--- src/hdl/nwc_pkg.sv ---
// Shared types and constants for the northwest corner transport block.
// Used by nwc_controller, nwc_datapath and northwest_corner_transport_top.
package nwc_pkg;

    localparam int CFG_W     = 6;   // width of the size registers
    localparam int CFG_IDX_W = 1;   // width of the register index
    localparam int IDX_W     = 5;   // width of the item index fields
    localparam int VAL_W     = 32;  // width of loaded values and cost words
    localparam int WGT_W     = 32;  // width of the weight result field
    localparam int SUM_W     = 64;  // width of the cost accumulator

    // Item operation codes
    typedef enum logic [1:0] {
        OP_LOAD_SUPPLY = 2'd0,
        OP_LOAD_DEMAND = 2'd1,
        OP_LOAD_COST   = 2'd2,
        OP_RUN         = 2'd3
    } op_t;

    // Register indexes
    localparam logic [CFG_IDX_W-1:0] REG_NUM_SOURCES = 1'b0;
    localparam logic [CFG_IDX_W-1:0] REG_NUM_SINKS   = 1'b1;

    // Controller states, one-hot
    typedef enum logic [7:0] {
        ST_IDLE   = 8'b0000_0001,
        ST_LOAD   = 8'b0000_0010,
        ST_TAKE   = 8'b0000_0100,
        ST_MUL_LO = 8'b0000_1000,
        ST_MUL_HI = 8'b0001_0000,
        ST_MERGE  = 8'b0010_0000,
        ST_ACCUM  = 8'b0100_0000,
        ST_FINISH = 8'b1000_0000
    } state_t;

    // Commands from controller to datapath
    typedef struct packed {
        logic wr_supply;
        logic wr_demand;
        logic wr_cost;
        logic init;
        logic take;
        logic mul_lo;
        logic mul_hi;
        logic merge;
        logic accum;
        logic finish;
    } cmd_t;

    // Status from datapath to controller
    typedef struct packed {
        logic at_end;   // source or sink index ran past its configured size
        logic alloc;    // current supply and demand are both nonzero
    } stat_t;

endpackage

--- src/hdl/nwc_controller.sv ---
// Sequencer for the northwest corner transport block.
// Depends on nwc_pkg for state, command and status types.
module nwc_controller (
    input  logic           clk,
    input  logic           rst_n,
    input  logic           start,
    input  logic [1:0]     op,
    output logic           busy,
    output nwc_pkg::cmd_t  cmd,
    input  nwc_pkg::stat_t stat
);
    import nwc_pkg::*;

    state_t state_reg;
    state_t state_next;
    logic   accept;

    assign busy   = (state_reg != ST_IDLE);
    assign accept = start && !busy;

    always_comb
    begin
        state_next = state_reg;
        cmd        = '0;
        unique case (state_reg)
            ST_IDLE:
            begin
                if (accept)
                begin
                    unique case (op)
                        OP_LOAD_SUPPLY: cmd.wr_supply = 1'b1;
                        OP_LOAD_DEMAND: cmd.wr_demand = 1'b1;
                        OP_LOAD_COST:   cmd.wr_cost   = 1'b1;
                        OP_RUN:
                        begin
                            cmd.init   = 1'b1;
                            state_next = ST_LOAD;
                        end
                        default: cmd = '0;
                    endcase
                end
            end
            ST_LOAD:
            begin
                state_next = ST_TAKE;
            end
            ST_TAKE:
            begin
                cmd.take = 1'b1;
                priority if (stat.at_end)
                    state_next = ST_FINISH;
                else if (stat.alloc)
                    state_next = ST_MUL_LO;
                else
                    state_next = ST_LOAD;
            end
            ST_MUL_LO:
            begin
                cmd.mul_lo = 1'b1;
                state_next = ST_MUL_HI;
            end
            ST_MUL_HI:
            begin
                cmd.mul_hi = 1'b1;
                state_next = ST_MERGE;
            end
            ST_MERGE:
            begin
                cmd.merge  = 1'b1;
                state_next = ST_ACCUM;
            end
            ST_ACCUM:
            begin
                cmd.accum  = 1'b1;
                state_next = ST_TAKE;
            end
            ST_FINISH:
            begin
                cmd.finish = 1'b1;
                state_next = ST_IDLE;
            end
            default:
            begin
                state_next = ST_IDLE;
            end
        endcase
    end

    always_ff @(posedge clk or negedge rst_n)
    begin
        if (!rst_n)
            state_reg <= ST_IDLE;
        else
            state_reg <= state_next;
    end

endmodule

--- config.mk ---
export PLATFORM = sky130hd
export DESIGN_NAME = nwc_controller
export DESIGN_NICKNAME = d
export VERILOG_FILES = /design/src/hdl/nwc_pkg.sv /design/src/hdl/nwc_controller.sv
export SDC_FILE = /design/constraint.sdc
export NUM_CORES = 1
export LEC_CHECK = 0
export ABC_CLOCK_PERIOD_IN_PS = 3950
export BUFFER_PORTS_ARGS = -buffer_cell sky130_fd_sc_hd__buf_2
export CAP_MARGIN = 15
export CORE_AREA = 2 2 39 41
export CTS_BUF_LIST = sky130_fd_sc_hd__clkbuf_4 sky130_fd_sc_hd__clkbuf_8
export DETAILED_ROUTE_END_ITERATION = 6
export DIE_AREA = 0 0 41 43
export PLACE_DENSITY = 0.75
export REMOVE_ABC_BUFFERS = 1
export SLEW_MARGIN = 20
export SYNTH_ARGS = -nofsm -noshare
export SYNTH_HDL_FRONTEND = slang
export SYNTH_SLANG_ARGS = --single-unit
--- constraint.sdc ---
create_clock -name clk -period 3.95 [get_ports clk]
set_clock_uncertainty 0.15 [all_clocks]
set_input_delay 0.395 -clock clk [delete_from_list [all_inputs] [get_ports clk]]
set_output_delay 0.395 -clock clk [all_outputs]
set_load 0.02 [all_outputs]
==> results.md, run 1 <==
* Starting density of the core at 36.6%
* Yosys cell types at 27
* YS warnings at 0
* Sequential fraction of the synthesis area at 39.8%
* Endpoint class of the critical path: primary output
* 1st-pass router iterations at 4
* Final Hold Vio Count at 0
* Layout cells sized above 1 at 33.8%
* Wire per inst at 11.2 um
* GRT Overall Usage at between 10% and 20%
* GR Overflow Total at 0
* Tmin final at 2.51 ns
* IO buf count at 17
* Status: complete, no violations
* Setup TNS at 0 ns
* Netlist Area Pre-Place at 507 um^2
* Max-slew violations at 0
* Dominant cell type by area after synthesis: dfrtp_1
* CTS resizes at 0
* Clock insertion delay at the later pin of the skew report at 0.25 ns
* Synth Flop Type: dfrtp_1
* Setup CP Type: flop to primary output
* GP Congestion at between 0.7 and 0.8
* Die ar. at 1760 um^2
* Vias after detailed routing at 468
* IO Count at 18
* Syn Area/Cell at 9.05 um^2
* Top-area cell type share of the netlist area at between 30 and 40%
* Number of flops mapped to enable cells by yosys at 0
* Cells after synthesis at 56
* FF+latch count, synth at 8
* CTS tree: built
* DP Wirelength at 778 um
* Worst-Margin Slew at approximately 0.34 ns
* WP data required at around 3.4 ns
* Row count at 14
* H-tree levels at 1
* Post-synth top cells: dfrtp_1 (7), nor2_1 (7), nor3b_1 (6), nor4_1 (4)
* Layout Utilization at 45.4%
* CP max-delay cell: dfrtp_1
* Total wire length at roughly 1000 um
* Max reg flops at 8
* Largest net degree at the start of global routing at 10
* # DRC at 0
* N_diodes at 0
* Num CTS Buffers at 3
* Unrepaired setup endpoints after global routing: no
* Worst hold path type: input pin to flop
* Max VDD drop at 0.000181 V
* Post-route antenna net violation count at 0
* CP max FO at 7
* Core area at 1380 um^2
* Max incr delay on CP at 0.45 ns
* Worst slew margin at between 70% and 80%
* Clock buffer depth at 2
* Worst setup SP type: flop
* Chip Height at 43 um
* Post-synth ARST share at 100%
* Register clock-pin slew on the reported worst setup and hold paths at 0.05 ns
* Max-cap violations at 0
* Fin crit share at approximately 63%
* Max Clk Rate at 399 MHz
* Vias in the first global route at 412
* Initial antenna violation count at 0
* Multi-input gate area at roughly 270 um^2
* Die width at 41 um
* Fill cells at about 130
* Synth area leaders: dfrtp_1 (35%), nor3b_1 (8.9%), dfstp_2 (5.2%)
* Area Growth Syn to Fin at 24.0%
* Crit path cell chain: nor4_2 -> nand4b_1 -> nor4b_1 -> buf_2
* First-pass GRT wire length at 1720 um
* CTS sink count at 8
* Final #Nets at 82
* Post-DR vias/cell at ~5.2
* DRT iter0 DRCs at 15
* Crit path DAT at between 1.5 and 2 ns
* Final Setup Violations at 0
* Power density cells at about 400 nW/um^2
* P_leak at roughly 0.32 nW
* Root Buffer: clkbuf_4
* Seq. cell area at 201 um^2
-- area by class of cell --
type	count	area share (%)
Timing Repair Buffer	18	15.1
Multi-Input combinational cell	41	43.0
Sequential cell	8	32.1
Tap cell	16	3.19
Clock buffer	4	4.78
Inverter	3	1.79
-- logic make-up (layout without fill, tap and decap cells) --
logic type                 count (synthesis)  after routing  share of synthesized area, %
buffers and inverters                      7             25                          6.91
DFF                                        8              8                          39.8
AOI/OAI and AO/OA                          5              5                          6.42
and+or+nand+nor                           32             32                          39.5
xor gates and xnor gates                   3              3                          5.19
adders and majority gates                  1              1                          2.22
-- metrics by stage --
step	area (um^2)	hold WS (ns)	total power [mW]	cells	worst slack (ns)
2_1_floorplan	483	-0.0506	0.156	52	1.41
3_3_place_gp	588	0.0836	0.178	85	1.85
3_5_place_dp	588	0.0897	0.180	85	1.74
4_1_cts	628	0.168	0.256	90	1.44
5_1_grt	628	0.193	0.269	90	1.27
6_report	628	0.182	0.252	90	1.44
-- timing repair --
item                      4_1_cts  5_1_grt
setup buffers                   0        0
hold buffers                    1        0
hold endpoints to repair        7        0
-- placed cells by master (no fill, tap or decap), drive strengths merged, types with 2 or more instances in the layout --
cell type  synthesis  routed
nor4               5       5
nand2              3       3
dfrtp              7       7
xor2               2       2
clkbuf             2       4
nor3b              6       6
o21ai              2       2
nor3               3       3
inv                3       3
nand4b             2       2
nor2               7       7
buf                2      17
-- path summary, 6_finish.rpt --
path	end	from	cells after the start	slack, ns
worst max-delay path	cmd[7]	state_reg[1]	4	1.44
worst min register to register	state_reg[0]	state_reg[0]	2	0.43
worst min-delay path	state_reg[3]	stat[1]	2	0.18
max in group asynchronous	state_reg[0]	rst_n	2	3.05
min in group asynchronous	state_reg[5]	rst_n	2	0.36
worst max register to register	state_reg[0]	state_reg[1]	4	2.19
-- where the power goes --
part	leakage, nW	total [mW]	internal, mW	switching, mW
registers	0.108	0.101	0.0913	0.0101
clock network	0.0184	0.0714	0.0454	0.0260
logic	0.198	0.0787	0.0301	0.0486
total	0.324	0.252	0.167	0.0847
-- metal layers --
metal  global-route usage, %  up-vias  routed length, um
met4                    14.0        0                 19
li1                        -      239                  -
met2                    19.4       16                470
met1                    20.5      211                454
met3                    1.57        2                 60
met5                       0        -                  0
-- critical path: cells and delay by family, from the launching register on --
| family | cells | cell delay [ns] |
|---|---|---|
| buf+inv | 1 | 0.23 |
| simple gates | 3 | 1.03 |
| flops | 1 | 0.45 |
(Power assumes the default switching activity.)
==> run 2: changes to the inputs <==
--- a/config.mk
+++ b/config.mk
@@ -5,14 +5,15 @@
 export SDC_FILE = /design/constraint.sdc
 export NUM_CORES = 1
 export LEC_CHECK = 0
-export ABC_CLOCK_PERIOD_IN_PS = 3950
+export ABC_AREA = 1
+export ABC_CLOCK_PERIOD_IN_PS = 2500
 export BUFFER_PORTS_ARGS = -buffer_cell sky130_fd_sc_hd__buf_2
 export CAP_MARGIN = 15
 export CORE_AREA = 2 2 39 41
 export CTS_BUF_LIST = sky130_fd_sc_hd__clkbuf_4 sky130_fd_sc_hd__clkbuf_8
 export DETAILED_ROUTE_END_ITERATION = 6
 export DIE_AREA = 0 0 41 43
-export PLACE_DENSITY = 0.75
+export PLACE_DENSITY = 0.77
 export REMOVE_ABC_BUFFERS = 1
 export SLEW_MARGIN = 20
 export SYNTH_ARGS = -nofsm -noshare
==> constraint.sdc (replaced) <==
create_clock -name clk -period 2.5 [get_ports clk]
set_clock_uncertainty 0.15 [all_clocks]
set_input_delay 0.25 -clock clk [delete_from_list [all_inputs] [get_ports clk]]
set_output_delay 0.25 -clock clk [all_outputs]
set_load 0.02 [all_outputs]
==> run 2 against run 1 <==
Final area rose by 8.0%. Clock power rose by 61%. Worst setup slack got worse by 0.82 ns. Hold slack got worse by 0.17 ns.
==> results.md, run 2 <==
* Vias in the first global route at 475 (+15%)
* CTS resizes at 0 (unchanged)
* FF+latch count, synth at 8 (unchanged)
* WHS at 0.0129 ns (-0.169 ns)
* Max VDD drop at 0.000419 V (+130%)
* Setup TNS at 0 ns (unchanged)
* Die ar. at 1760 um^2 (unchanged)
* P_leak at 0.432 nW (+33%)
* Synth area leaders: dfrtp_1 (33%), nand2_1 (14%), inv_1 (9.2%)
* Crit path cell chain: nand2_1 -> nor2_2 -> nand2_4 -> inv_2 -> nand2_2 -> nor3_1 -> buf_2
* Syn Area/Cell at 6.92 um^2 (-24%)
* Dpl ws at 0.875 ns (-0.866 ns)
* Most frequent cell after synthesis: nand2_1
* Max Clk Rate at 531 MHz
* Endpoint class of the critical path: primary output
* DRT iter0 DRCs at 0 (-15)
* Post-synth ARST share at 100% (unchanged)
* 1st-pass router iterations at 1 (-3)
* Layout cells sized above 1 at 37.4% (+3.6 points)
* Register clock-pin slew on the reported worst setup and hold paths at 0.06 ns (about the same)
* Top-area cell type share of the netlist area at 32.9% (-1.7 points)
* Sequential fraction of the synthesis area at 37.8% (-2.0 points)
* Dominant cell type by area after synthesis: dfrtp_1
* Max incr delay on CP at 0.52 ns (+0.07 ns)
* Worst setup SP type: flop
* Worst slew margin at 88.1% (+11 points)
* Unrepaired setup endpoints after global routing: no
* Netlist Area Pre-Place at 533 um^2 (+5.2%)
* Final worst-path setup slack at 0.618 ns (-0.825 ns)
* Most frequent cells in the layout: nand2_1 (20), buf_2 (17), inv_1 (13)
* N_diodes at 0 (unchanged)
* DP Wirelength at 864 um (+11%)
* Largest net degree at the start of global routing at 9 (-1)
* CP max FO at 5 (-2)
* Core area at 1380 um^2 (unchanged)
* RR Startpoint: state_reg[0]
* Vias after detailed routing at 502 (+7.3%)
* H-tree levels at 1 (unchanged)
* Worst-Margin Slew at 0.178 ns (-0.165 ns)
* GP Congestion at 0.777 (+8.2%)
* Root Buffer: clkbuf_4
* Final Setup Violations at 0 (unchanged)
* Worst hold path type: input pin to flop
* CP max-delay cell: dfstp_2
* WP data required at 2.10 ns (-1.30 ns)
* IO Count at 18 (unchanged)
* Area Growth Syn to Fin at 27.2%
* YS warnings at 0 (unchanged)
* Yosys cell types at 15 (-44%)
* Number of flops mapped to enable cells by yosys at 0 (unchanged)
* Tmin final at approximately 1.9 ns
* GRT Overall Usage at 14.1% (-0.87 points)
* Post-DR vias/cell at 4.37 (-16%)
* First-pass GRT wire length at 1720 um (unchanged)
* CP startpoint: state_reg[0]
* CP bufs+invs at 2 (+1)
* Synth Flop Type: dfrtp_1
* Status: complete, no violations
* Initial antenna violation count at 0 (unchanged)
* Pwr Total at 510 uW (+100%)
* Wire per inst at 8.64 um (-23%)
* Max-slew violations at 0 (unchanged)
* GR Overflow Total at 0 (unchanged)
* Power density cells at 752 nW/um^2 (+88%)
* Clock insertion delay at the later pin of the skew report at 0.25 ns (about the same)
* CTS sink count at 8 (unchanged)
* Max reg flops at 8 (unchanged)
* Setup CP Type: flop to primary output
* Fin crit share at 75.3%
* Starting density of the core at 38.5% (+1.9 points)
* Num CTS Buffers at 3 (unchanged)
* Delay-heaviest family, CP: flip-flops
* Clock buffer depth at 2 (unchanged)
* IO buf count at 17 (unchanged)
* Post-synth top cells: nand2_1 (20), inv_1 (13), nor2_1 (12), dfrtp_1 (7)
* Post-CTS Setup Bufs at 0 (unchanged)
* Most common cell after layout, fill and taps aside: nand2_1
* Die width at 41 um (unchanged)
* Cells after synthesis at 77 (+38%)
* CTS tree: built
* # DRC at 0 (unchanged)
* Chip Height at 43 um (unchanged)
* Total wire length at 994 um (-1.1%)
* Post-route antenna net violation count at 0 (unchanged)
* Final Hold Vio Count at 0 (unchanged)
* Max-cap violations at 0 (unchanged)
* Crit path DAT at 1.48 ns (-0.48 ns)
* Hold Path Origin: stat[1]
* Row count at 14 (unchanged)
* Final #Nets at 107 (+30%)
run 2: cell types whose count changed after synthesis, moves of 3 or more:
| cell | before | now |
|---|---|---|
| nand2_1 | 3 | 20 |
| inv_1 | 3 | 13 |
| nor3b_1 | 6 | 0 |
| inv_2 | 0 | 5 |
| nor2_1 | 7 | 12 |
| nor4_1 | 4 | 0 |
| nand2_2 | 0 | 3 |
| nand2_4 | 0 | 3 |
run 2: cells by family (layout without fill, tap and decap cells):
kind of cell / after synthesis / after routing / synth area share [%]
AO/OA/AOI/OAI: 1 / 1 / 1.41
AND/OR/NAND/NOR: 50 / 50 / 48.1
buffers and inverters: 18 / 40 / 12.7
flip-flops: 8 / 8 / 37.8
run 2: area by class of cell:
class                      count  area [um^2]
tap                           16         20.0
multi-input combinational     51          264
sequential                     8          201
clock buffer                   4         30.0
fill                         150          706
timing repair buffer          18         95.1
inverter                      18         67.6
run 2: final timing paths:
| kind | endpoint | slack [ns] | cells past startpoint |
|---|---|---|---|
| hold / removal | state_reg[3] | 0.01 | 2 |
| setup reg to reg | state_reg[0] | 1.14 | 8 |
| max in group asynchronous | state_reg[0] | 1.73 | 2 |
| setup / recovery | cmd[9] | 0.62 | 7 |
| min in group asynchronous | state_reg[6] | 0.22 | 2 |
| hold reg to reg | state_reg[4] | 0.43 | 3 |
run 2: worst register-to-register path, delay by kind of cell, from the launching register on:
| kind | cells | cell delay (ns) |
|---|---|---|
| buf+inv | 1 | 0.05 |
| flops | 1 | 0.52 |
| simple gates | 7 | 0.59 |
run 2: where the power goes:
group	internal [mW]	switching [mW]
clock network	0.0718	0.0431
logic	0.0798	0.150
registers	0.155	0.00996
total	0.307	0.203
run 2: repair_timing:
item / CTS / global route
endpoints found under the setup margin: 0 / 0
hold buffers: 1 / 0
endpoints found under the hold margin: 8 / 0
run 2: layer usage:
layer	track usage, %	routed length [um]	part of all wire, %
met4	10.0	0	0
met2	21.6	528	53
met3	0	39	3.9
met5	0	0	0
met1	18.3	427	43
run 2: metrics by stage:
stage	utilization, %	std cells	cell area [um^2]
2_1_floorplan	-	77	533
3_3_place_gp	46.1	110	638
3_5_place_dp	46.1	110	638
4_1_cts	49.0	115	678
5_1_grt	49.0	115	678
6_report	49.0	115	678
==> run 3: changes to the inputs <==
--- a/config.mk
+++ b/config.mk
@@ -6,14 +6,14 @@
 export NUM_CORES = 1
 export LEC_CHECK = 0
 export ABC_AREA = 1
-export ABC_CLOCK_PERIOD_IN_PS = 2500
+export ABC_CLOCK_PERIOD_IN_PS = 1600
 export BUFFER_PORTS_ARGS = -buffer_cell sky130_fd_sc_hd__buf_2
 export CAP_MARGIN = 15
 export CORE_AREA = 2 2 39 41
 export CTS_BUF_LIST = sky130_fd_sc_hd__clkbuf_4 sky130_fd_sc_hd__clkbuf_8
 export DETAILED_ROUTE_END_ITERATION = 6
 export DIE_AREA = 0 0 41 43
-export PLACE_DENSITY = 0.77
+export PLACE_DENSITY = 0.79
 export REMOVE_ABC_BUFFERS = 1
 export SLEW_MARGIN = 20
 export SYNTH_ARGS = -nofsm -noshare
==> constraint.sdc (replaced) <==
create_clock -name clk -period 1.6 [get_ports clk]
set_clock_uncertainty 0.15 [all_clocks]
set_input_delay 0.16 -clock clk [delete_from_list [all_inputs] [get_ports clk]]
set_output_delay 0.16 -clock clk [all_outputs]
set_load 0.02 [all_outputs]
==> run 3 against run 2 <==
The run now ends with setup timing left. Final area up 14%. First-iteration DRC count increased by 10. Non-clock buffer count up 7. Count of clock-buffer cells in the layout unchanged. Flip-flop and latch count unchanged. Die area did not move. Global-route usage up 1.9 points. Via count is 9.8% higher. Largest cell class unchanged. Highest routed layer is now met4.
==> results.md, run 3 (same netlist as run 2, synthesis figures left out) <==
* Status: finished with violations
* Violated checks: setup timing
* Worst setup SP type: flop
* Power density cells at 1170 nW/um^2 (+55%)
* Setup TNS at -0.513 ns (-0.513 ns)
* Max-cap violations at 0 (unchanged)
* Final Hold Vio Count at 0 (unchanged)
* # DRC at 0 (unchanged)
* Row count at 14 (unchanged)
* First-pass GRT wire length at 1870 um (+8.8%)
* N_diodes at 0 (unchanged)
* Final Setup Violations at 10 (+10)
* Area Growth Syn to Fin at 45.5%
* Num CTS Buffers at 3 (unchanged)
* Setup CP Type: flop to primary output
* GP Congestion at 0.771 (-0.77%)
* Worst hold path type: input pin to flop
* Vias after detailed routing at 551 (+9.8%)
* Die width at 41 um (unchanged)
* Chip Height at 43 um (unchanged)
* Starting density of the core at 38.5% (unchanged)
* Final worst-path setup slack at -0.128 ns (-0.746 ns)
* Core area at 1380 um^2 (unchanged)
* Worst-Margin Slew at 0.180 ns (+0.00200 ns)
* Unrepaired setup endpoints after global routing: yes
* Total wire length at 1160 um (+17%)
* GR Overflow Total at 0 (unchanged)
* Dpl ws at 0.0923 ns (-0.783 ns)
* CP max FO at 3 (-2)
* Max VDD drop at 0.000526 V (+26%)
* Layout cells sized above 1 at 47.2% (+9.8 points)
* Post-DR vias/cell at 4.52 (+3.5%)
* Clock buffer depth at 2 (unchanged)
* Initial antenna violation count at 0 (unchanged)
* DRT iter0 DRCs at 10 (+10)
* P_leak at 0.470 nW (+8.8%)
* Most frequent cells in the layout: nand2_1 (17), nor2_1 (12), buf_4 (11)
* Max reg flops at 8 (unchanged)
* IO buf count at 17 (unchanged)
* CTS sink count at 8 (unchanged)
* Wire per inst at 9.52 um (+10%)
* Clock insertion delay at the later pin of the skew report at 0.25 ns (about the same)
* Max-slew violations at 0 (unchanged)
* Die ar. at 1760 um^2 (unchanged)
* Placed inst area at 638 um^2 (unchanged)
* Fill cells at 120 (-20%)
* Register clock-pin slew on the reported worst setup and hold paths at 0.06 ns (about the same)
* Max Clk Rate at around 580 MHz
* Most common cell after layout, fill and taps aside: nand2_1
* Final #Nets at 114 (+6.5%)
* Tmin final at 1.73 ns
* Post-route antenna net violation count at 0 (unchanged)
* Endpoint class of the critical path: primary output
* CTS tree: built
* Crit path DAT at 1.42 ns (-0.06 ns)
* GRT Overall Usage at 16.0% (+1.9 points)
* H-tree levels at 1 (unchanged)
* Fin crit share at 108%
* Root Buffer: clkbuf_4
* Worst slew margin at 87.9% (-0.23 points)
* 1st-pass router iterations at 4 (+3)
* WP data required at 1.29 ns (-0.81 ns)
* Largest net degree at the start of global routing at 9 (unchanged)
* Vias in the first global route at 501 (+5.5%)
* Finished Cell Area at 776 um^2 (+14%)
* IO Count at 18 (unchanged)
* DP Wirelength at 861 um (-0.29%)
run 3: cell count changes in the layout (fill, tap and decap cells not counted):
cell           delta
buf_6             +2
buf_2             -7
inv_1             -3
nand2_2           +3
nor3_1            -1
buf_4            +11
nor2_2            -1
inv_2             +3
dlygate4sd3_1     +1
nand2_1           -3
nor2_4            +1
nor3_2            +1
run 3: layer usage:
metal | vias up | part of all wire, % | track usage (%)
li1 | 284 | - | -
met5 | - | 0 | 0
met1 | 250 | 39 | 18.0
met4 | 0 | 1.5 | 12.0
met3 | 2 | 4.2 | 1.57
met2 | 15 | 55 | 25.9
run 3: worst paths after layout:
| check | end | cells past startpoint | slack, ns | startpoint |
|---|---|---|---|---|
| worst min register to register | state_reg[4] | 2 | 0.44 | state_reg[3] |
| worst max register to register | state_reg[0] | 9 | 0.13 | state_reg[0] |
| worst max-delay path | cmd[9] | 7 | -0.13 | state_reg[0] |
| min in group asynchronous | state_reg[5] | 2 | 0.13 | rst_n |
| max in group asynchronous | state_reg[0] | 2 | 0.93 | rst_n |
| worst min-delay path | state_reg[3] | 3 | 0.001 | stat[0] |
run 3: final cells by class:
type	instances	area, um^2	area share, %
repair buffers	25	175	22.6
clock buffers	4	30.0	3.87
flip-flops and latches	8	201	26.0
well taps	16	20.0	2.58
inverters	18	67.6	8.71
multi-input cells	51	282	36.3
run 3: critical path, cell delays in order, from the launching register on:
cell and delay [ns]:
dfstp_2 0.53, nand2_2 0.07, nor2_4 0.10, nand2_4 0.05
inv_2 0.05, nand2_2 0.06, nor3_1 0.11, buf_2 0.18
run 3: what timing repair did:
item                                   4_1_cts  5_1_grt
setup endpoints to repair                    7       11
buffers inserted                             6        0
resized for setup                           12        5
endpoints found under the hold margin       10        0
pin swaps                                    6        1
hold buffers                                 2        0
run 3: report_power, final:
group | internal [mW] | leakage (nW) | switching, mW
Combinational | 0.192 | 0.345 | 0.267
Sequential | 0.242 | 0.107 | 0.0187
Clock | 0.113 | 0.0184 | 0.0730
Total | 0.547 | 0.470 | 0.359
run 3: through the flow:
stage	utilization, %	std cells	total power, mW	hold WS, ns
after floorplan	-	77	0.540	-0.286
after global placement	46.1	110	0.611	-0.145
after detailed placement	46.1	110	0.617	-0.142
after CTS	54.9	122	0.876	0.00120
after global routing	56.1	122	0.970	0.0189
final	56.1	122	0.906	0.00135
